$ cat src/rtl/core/etsf_pkg.sv
// ----------------------------------------------------------------------------
// etsf_pkg
// shared types and constants of the equivalent-time sample folder
// ----------------------------------------------------------------------------
package etsf_pkg;

    localparam int ADDR_W       = 10;
    localparam int STORE_DEPTH  = 1 << ADDR_W;
    localparam int LEN_W        = ADDR_W + 1;
    localparam int SMP_W        = 16;
    localparam int STORE_W      = SMP_W + 1;
    localparam int FRAC_W       = 16;
    localparam int PHASE_W      = ADDR_W + FRAC_W;
    localparam int SPAN_W       = PHASE_W + 1;
    localparam int STEP_W       = 26;
    localparam int DIV_W        = SPAN_W;
    localparam int CNT_W        = 32;
    localparam int HYST_W       = 14;
    localparam int THR_W        = SMP_W + 2;
    localparam int DIFF_W       = SMP_W + 1;
    localparam int CFG_W        = 26;
    localparam int CFG_IDX_W    = 2;
    localparam int OP_W         = 2;

    localparam logic [LEN_W-1:0]   LEN_RESET   = LEN_W'(STORE_DEPTH);
    localparam logic [STEP_W-1:0]  STEP_RESET  = STEP_W'(65536);
    localparam logic [HYST_W-1:0]  HYST_RESET  = HYST_W'(64);

    typedef enum logic [OP_W-1:0] {
        OP_SAMPLE = 2'd0,
        OP_ALIGN  = 2'd1,
        OP_READ   = 2'd2,
        OP_CLEAR  = 2'd3
    } t_op;

    typedef enum logic [CFG_IDX_W-1:0] {
        CFG_LENGTH = 2'd0,
        CFG_STEP   = 2'd1,
        CFG_LEVEL  = 2'd2,
        CFG_HYST   = 2'd3
    } t_cfg_idx;

    typedef enum logic [4:0] {
        S_CLEAR,
        S_IDLE,
        S_SMP_RD,
        S_SMP_WR,
        S_DIV_PH,
        S_RD_RD,
        S_RD_CHK,
        S_AL_RD,
        S_AL_CHK,
        S_IN_RD,
        S_IN_CHK,
        S_MUL,
        S_DQ,
        S_DPOS,
        S_AL_FIN,
        S_ROT1_RD,
        S_ROT1_WR,
        S_ROT2_RD,
        S_ROT2_WR,
        S_DONE
    } t_state;

    typedef struct packed {
        logic             start;
        logic [DIV_W-1:0] dividend;
        logic [DIV_W-1:0] divisor;
    } t_div_req;

    typedef struct packed {
        logic             busy;
        logic             done;
        logic [DIV_W-1:0] quotient;
        logic [DIV_W-1:0] remainder;
    } t_div_rsp;

endpackage

$ cat src/rtl/core/etsf_div.sv
// ----------------------------------------------------------------------------
// etsf_div
// restoring divider, one quotient bit per cycle
// ----------------------------------------------------------------------------
module etsf_div
    import etsf_pkg::*;
(
    input  logic     i_clk,
    input  logic     i_rst_n,
    input  t_div_req i_req,
    output t_div_rsp o_rsp
);
    localparam int CNT_BITS = $clog2(DIV_W);

    logic                r_busy;
    logic                r_done;
    logic [CNT_BITS-1:0] r_cnt;
    logic [DIV_W-1:0]    r_quo;
    logic [DIV_W-1:0]    r_rem;
    logic [DIV_W-1:0]    r_dvs;

    logic [DIV_W:0]      shifted;
    logic                fits;

    assign shifted = {r_rem, r_quo[DIV_W-1]};
    assign fits    = shifted >= {1'b0, r_dvs};

    always_ff @(posedge i_clk) begin
        if (!i_rst_n) begin
            r_busy <= 1'b0;
            r_done <= 1'b0;
            r_cnt  <= '0;
        end else begin
            r_done <= 1'b0;
            if (i_req.start && !r_busy) begin
                r_busy <= 1'b1;
                r_cnt  <= '0;
            end else if (r_busy) begin
                r_cnt <= r_cnt + 1'b1;
                if (r_cnt == CNT_BITS'(DIV_W - 1)) begin
                    r_busy <= 1'b0;
                    r_done <= 1'b1;
                end
            end
        end
    end

    always_ff @(posedge i_clk) begin
        if (i_req.start && !r_busy) begin
            r_quo <= i_req.dividend;
            r_rem <= '0;
            r_dvs <= i_req.divisor;
        end else if (r_busy) begin
            r_quo <= {r_quo[DIV_W-2:0], fits};
            r_rem <= fits ? DIV_W'(shifted - {1'b0, r_dvs}) : shifted[DIV_W-1:0];
        end
    end

    assign o_rsp.busy      = r_busy;
    assign o_rsp.done      = r_done;
    assign o_rsp.quotient  = r_quo;
    assign o_rsp.remainder = r_rem;
endmodule

$ cat config.mk
export PLATFORM = sky130hd
export DESIGN_NAME = etsf_div
export DESIGN_NICKNAME = d
export VERILOG_FILES = /design/src/rtl/core/etsf_pkg.sv /design/src/rtl/core/etsf_div.sv
export SDC_FILE = /design/constraint.sdc
export NUM_CORES = 1
export LEC_CHECK = 0
export BUFFER_PORTS_ARGS = -buffer_cell sky130_fd_sc_hd__buf_4
export CAP_MARGIN = 15
export CORE_MARGIN = 10
export CORE_UTILIZATION = 50
export DETAILED_ROUTE_END_ITERATION = 16
export GPL_TIMING_DRIVEN = 0
export PLACE_DENSITY = 0.72
export SYNTH_ARGS = -nofsm -noshare
export SYNTH_HDL_FRONTEND = slang
export SYNTH_SLANG_ARGS = --single-unit
export TNS_END_PERCENT = 100
$ cat constraint.sdc
create_clock -name i_clk -period 3.9 [get_ports i_clk]
set_clock_uncertainty 0.15 [all_clocks]
set_input_delay 0.78 -clock i_clk [delete_from_list [all_inputs] [get_ports i_clk]]
set_output_delay 0.78 -clock i_clk [all_outputs]
set_load 0.005 [all_outputs]
== After elaboration in Yosys (flattened, before gate mapping) ==
Index checks and enable logic that the tools add are counted.

* Add/sub/neg operators: 2
* $lt $le $gt $ge: 1
* Equality and inequality tests: 1
* Mux-type cells: 7
* Bitwise logic cells: 2
* Reductions and logical operators: 5

{| class="wikitable"
|+ Operators with widths
! kind !! count
|-
| $mux 27 || 3
|-
| $ge 28x27->1 || 1
|-
| $sub 27x27->27 || 1
|-
| $add 5x1->5 const B || 1
|-
| $eq 5x5->1 const B || 1
|-
| $mux 1 || 4
|-
| $reduce_or 3->1 || 1
|-
| $not 1->1 || 2
|-
| $reduce_bool 2->1 || 1
|-
| $reduce_or 2->1 || 1
|-
| $logic_and 1x1->1 || 1
|-
| $logic_not 1->1 || 1
|}

* Flip-flop bits (word level): 88
* Input port bits: 57
* Output and inout bits: 56
* Logic and storage cells: 24

== Logic depth before layout (Yosys ltp) ==
* Word-level depth: 4
* Mapped depth: 12
* Gate-level depth less buffers: 10

== Worst setup path before layout ==
Ideal clock, no wire load.

* Kind: register to register
* Start point: register r_quo[26]
* End point: register r_rem[25]
* Library setup time: 0.063 ns
* Arrival time: 2.624 ns
* Data required time: 3.687 ns
* Path slack: 1.063 ns
* Stages on the path, launching flop included: 12
* Path buffers: 1
* Period minus slack after synthesis: 2.837 ns
* Cells stage by stage: edfxtp_1 -> inv_1 -> ha_1 -> fa_1 -> nand2b_1 -> a21oi_1 -> o22ai_2 -> a311oi_4 -> a211oi_2 -> buf_6 -> or4_1 -> nand3_1

* Cells in the longest elaborated chain, start to end: 2
* Elaborated cells between the ends (all ways): 3
* Those cells by class: 1 x add/sub; 1 x order compare; 1 x mux

{| class="wikitable"
|+ RTL lines
! item !! line !! source
|-
| start, declared || etsf_div.sv:18 || <nowiki>logic [DIV_W-1:0] r_quo;</nowiki>
|-
| start signal, assigned || etsf_div.sv:50 || <nowiki>r_quo <= i_req.dividend;</nowiki>
|-
| start signal, assigned || etsf_div.sv:54 || <nowiki>r_quo <= {r_quo[DIV_W-2:0], fits};</nowiki>
|-
| $sub 27x27->27 or $ge 28x27->1 (tied branches) || etsf_div.sv:55, etsf_div.sv:26 ||
|-
| $mux 27 (*) || etsf_div.sv:55 || <nowiki>r_rem <= fits ? DIV_W'(shifted - {1'b0, r_dvs}) : shifted[DIV_W-1:0];</nowiki>
|-
| end signal, assigned || etsf_div.sv:55 ||
|-
| end, declared || etsf_div.sv:19 || <nowiki>logic [DIV_W-1:0] r_rem;</nowiki>
|}

Every way passes the cells marked *; elsewhere a longest branch is shown, timed or not.
A chain may end at the register's enable or synchronous reset.

== Final worst setup path ==
* Start point: register r_quo[26]
* End point: register r_rem[21]

Same word-level chain as after synthesis.

==> impl_metrics.toml <==
[outcome]
status = "completed"

[drt]
post_drt_wl_per_cell_um = 16.4
drt-initial-drc-count = 318
viasPerCell = 5.43
num_vias = 4335
drt-total-wl_um = 13100
ant_nets = 0
first_pass_iters = 5
drc = 0

[worst_setup_path]
critical_path_class = "register to register"
cp.required_ns = 4.04
crit_path_end_kind = "register"
cp-start-kind = "register"
r2r_setup_slack_ns = 0.57
worstPathArrival_ns = 3.47
cp_max_fo = 10

[logic_synthesis]
syn_avg_cell_area_um2 = 9.30
async_flop_share_pct = 0
synth_ff_type = "edfxtp_1"
synth_edf_count = 54
synthDistinctLibCells = 56
syn_inst = 537
syn_area_um2 = 4990
ys_ff_latch = 88
syn_nets = 624
ys_seq_area_share_pct = 46.1
synth_warnings = 0

[timing]
maxSlewHeadroom_pct = 25.4
fin_ws_ns = 0.570
max_freq_mhz = 300
setup_viol = 0
tightest_slew_ns = 1.12
rsz0062_at_grt = "false"
fin_setup_tns_ns = 0
post-route-min-period_ns = 3.33
period_share_pct = 85.4
hold_violations = 0
hold_ws_ns = 0.355
finalMaxSlewViolations = 0

[clock_tree]
clock_latency_ns = 0.38
post_cts_resize_count = 0
cts_root_buffer = "clkbuf_8"
cts_hold_buf = 0
htree_num_levels = 3
cts.path.max_buffers = 2
cts_setup_buffers = 0
clk_pin_slew_worst_paths_ns = 0.09
clock_sinks = 88
numCtsBuffers = 9
cts_tree = "yes"

[power]
p_comb_share_pct = 49.4
swShare_pct = 39.3
p_seq_share_pct = 33.6
ir_drop_uv = 448
p_leak_nw = 2.92
power_w = 0.00404
power.share.clock_pct = 17.0
p_int_w = 0.00245
switchingPower_w = 0.00159
p_per_area_nw_per_um2 = 651

[floorplan]
fp.dieH_um = 120
die_w_um = 120
io_pins = 113
coreArea_um2 = 9770
rows = 36
start_util_pct = 51.1
dieArea_um2 = 14400

[placement]
port_buffers = 112
dp_slack_ns = 0.614
gp_congestion = 0.915
dp_hpwl_um = 9880

[global_route]
grt_pass1_vias = 4206
grt_pass1_wl_um = 20800
grt_use_total_pct = 17.9
grt_max_degree = 37
antenna_found_initial = 0
overflow = 0

[run]
cap_violations = 0

[finish]
final_nets = 747
insertedDiodeCount = 0
drive_gt1_share_pct = 22.1
area_growth_pct = 24.4

[min_path]
hold_path.class = "register to register"
-- state kept, by name, summed over array words and instances, names as in the netlist --
register and count:
r_cnt 5, r_rem 27, r_done 1, r_dvs 27, r_busy 1, r_quo 27
-- per-stage QoR --
step | instances | cell area [µm²] | util [%]
4_1_cts | 798 | 6210 | 63.6
2_1_floorplan | 537 | 4990 | -
3_3_place_gp | 782 | 6000 | 61.4
3_5_place_dp | 782 | 6000 | 61.4
5_1_grt | 798 | 6210 | 63.6
6_report | 798 | 6210 | 63.6
-- critical path, cell delays in order (launching register included) --
cell and delay, ns:
edfxtp_1 0.36, inv_1 0.06, ha_1 0.22, fa_1 0.41, nand2b_1 0.18, a21oi_1 0.36
o22ai_2 0.23, a311oi_4 0.35, a211o_1 0.15, buf_2 0.27, nand2_1 0.27, o21ai_0 0.24
-- cells in the mapped netlist, types with 9 or more instances --
library cell,count,area (µm²)
a21o_1,14,105
a21oi_1,32,160
a32oi_1,10,87.6
clkbuf_1,10,37.5
dfxtp_1,34,681
edfxtp_1,54,1620
ha_1,29,363
inv_1,39,146
mux2i_1,12,120
nand2_1,113,424
nand4_1,10,62.6
nor2_1,30,113
o21ai_0,25,125
xnor2_1,9,78.8
xor2_1,12,105
-- cell families after synthesis --
| family | count (synthesis) | share of synthesized area, % |
|---|---|---|
| AO/OA/AOI/OAI | 128 | 17.7 |
| buffers and inverters | 65 | 5.56 |
| flip-flops | 88 | 46.1 |
| multiplexers | 12 | 2.40 |
| adder cells (fa/ha/maj) | 30 | 7.67 |
| AND/OR/NAND/NOR | 193 | 16.9 |
| XOR/XNOR | 21 | 3.68 |
-- power by group through the flow --
stage / Combinational (W) / Clock [W] / Sequential, W
2_1_floorplan: 0.00133 / 0 / 0.00136
3_3_place_gp: 0.00195 / 0 / 0.00137
3_5_place_dp: 0.00198 / 0 / 0.00138
4_1_cts: 0.00199 / 0.000703 / 0.00136
5_1_grt: 0.00221 / 0.000734 / 0.00139
6_report: 0.00200 / 0.000686 / 0.00136
-- worst paths after layout --
kind / startpoint / to / cells past startpoint
worst min-delay path: r_rem[13] / r_rem[13] / 2
worst min register to register: r_rem[13] / r_rem[13] / 2
worst max-delay path: r_quo[26] / r_rem[21] / 11
worst max register to register: r_quo[26] / r_rem[21] / 11
-- layer usage --
layer  GRT usage (%)  up-vias  part of all wire, %
met2            29.1      135                   47
met5               0        -                    0
li1                -     2156                    -
met3            6.99       14                  8.0
met4            5.51        0                  1.5
met1            21.5     2030                   43
-- layout make-up --
type / instances / area, µm²
buffer: 25 / 129
clock buffer: 9 / 124
clock inverter: 7 / 86.3
fill: 834 / 3560
inverter: 40 / 150
multi-input combinational: 384 / 2410
sequential: 88 / 2300
tap: 133 / 166
timing repair buffer: 112 / 841
-- cells in the final DEF (no fill, tap or decap), types with 12 or more instances in the layout --
master | Yosys | routed
a21o_1 | 14 | 14
a21oi_1 | 32 | 32
buf_4 | 5 | 117
dfxtp_1 | 34 | 34
edfxtp_1 | 54 | 54
ha_1 | 29 | 29
inv_1 | 39 | 39
mux2i_1 | 12 | 12
nand2_1 | 113 | 113
nor2_1 | 30 | 30
o21ai_0 | 25 | 25
xor2_1 | 12 | 12
(Power assumes the default switching activity.)
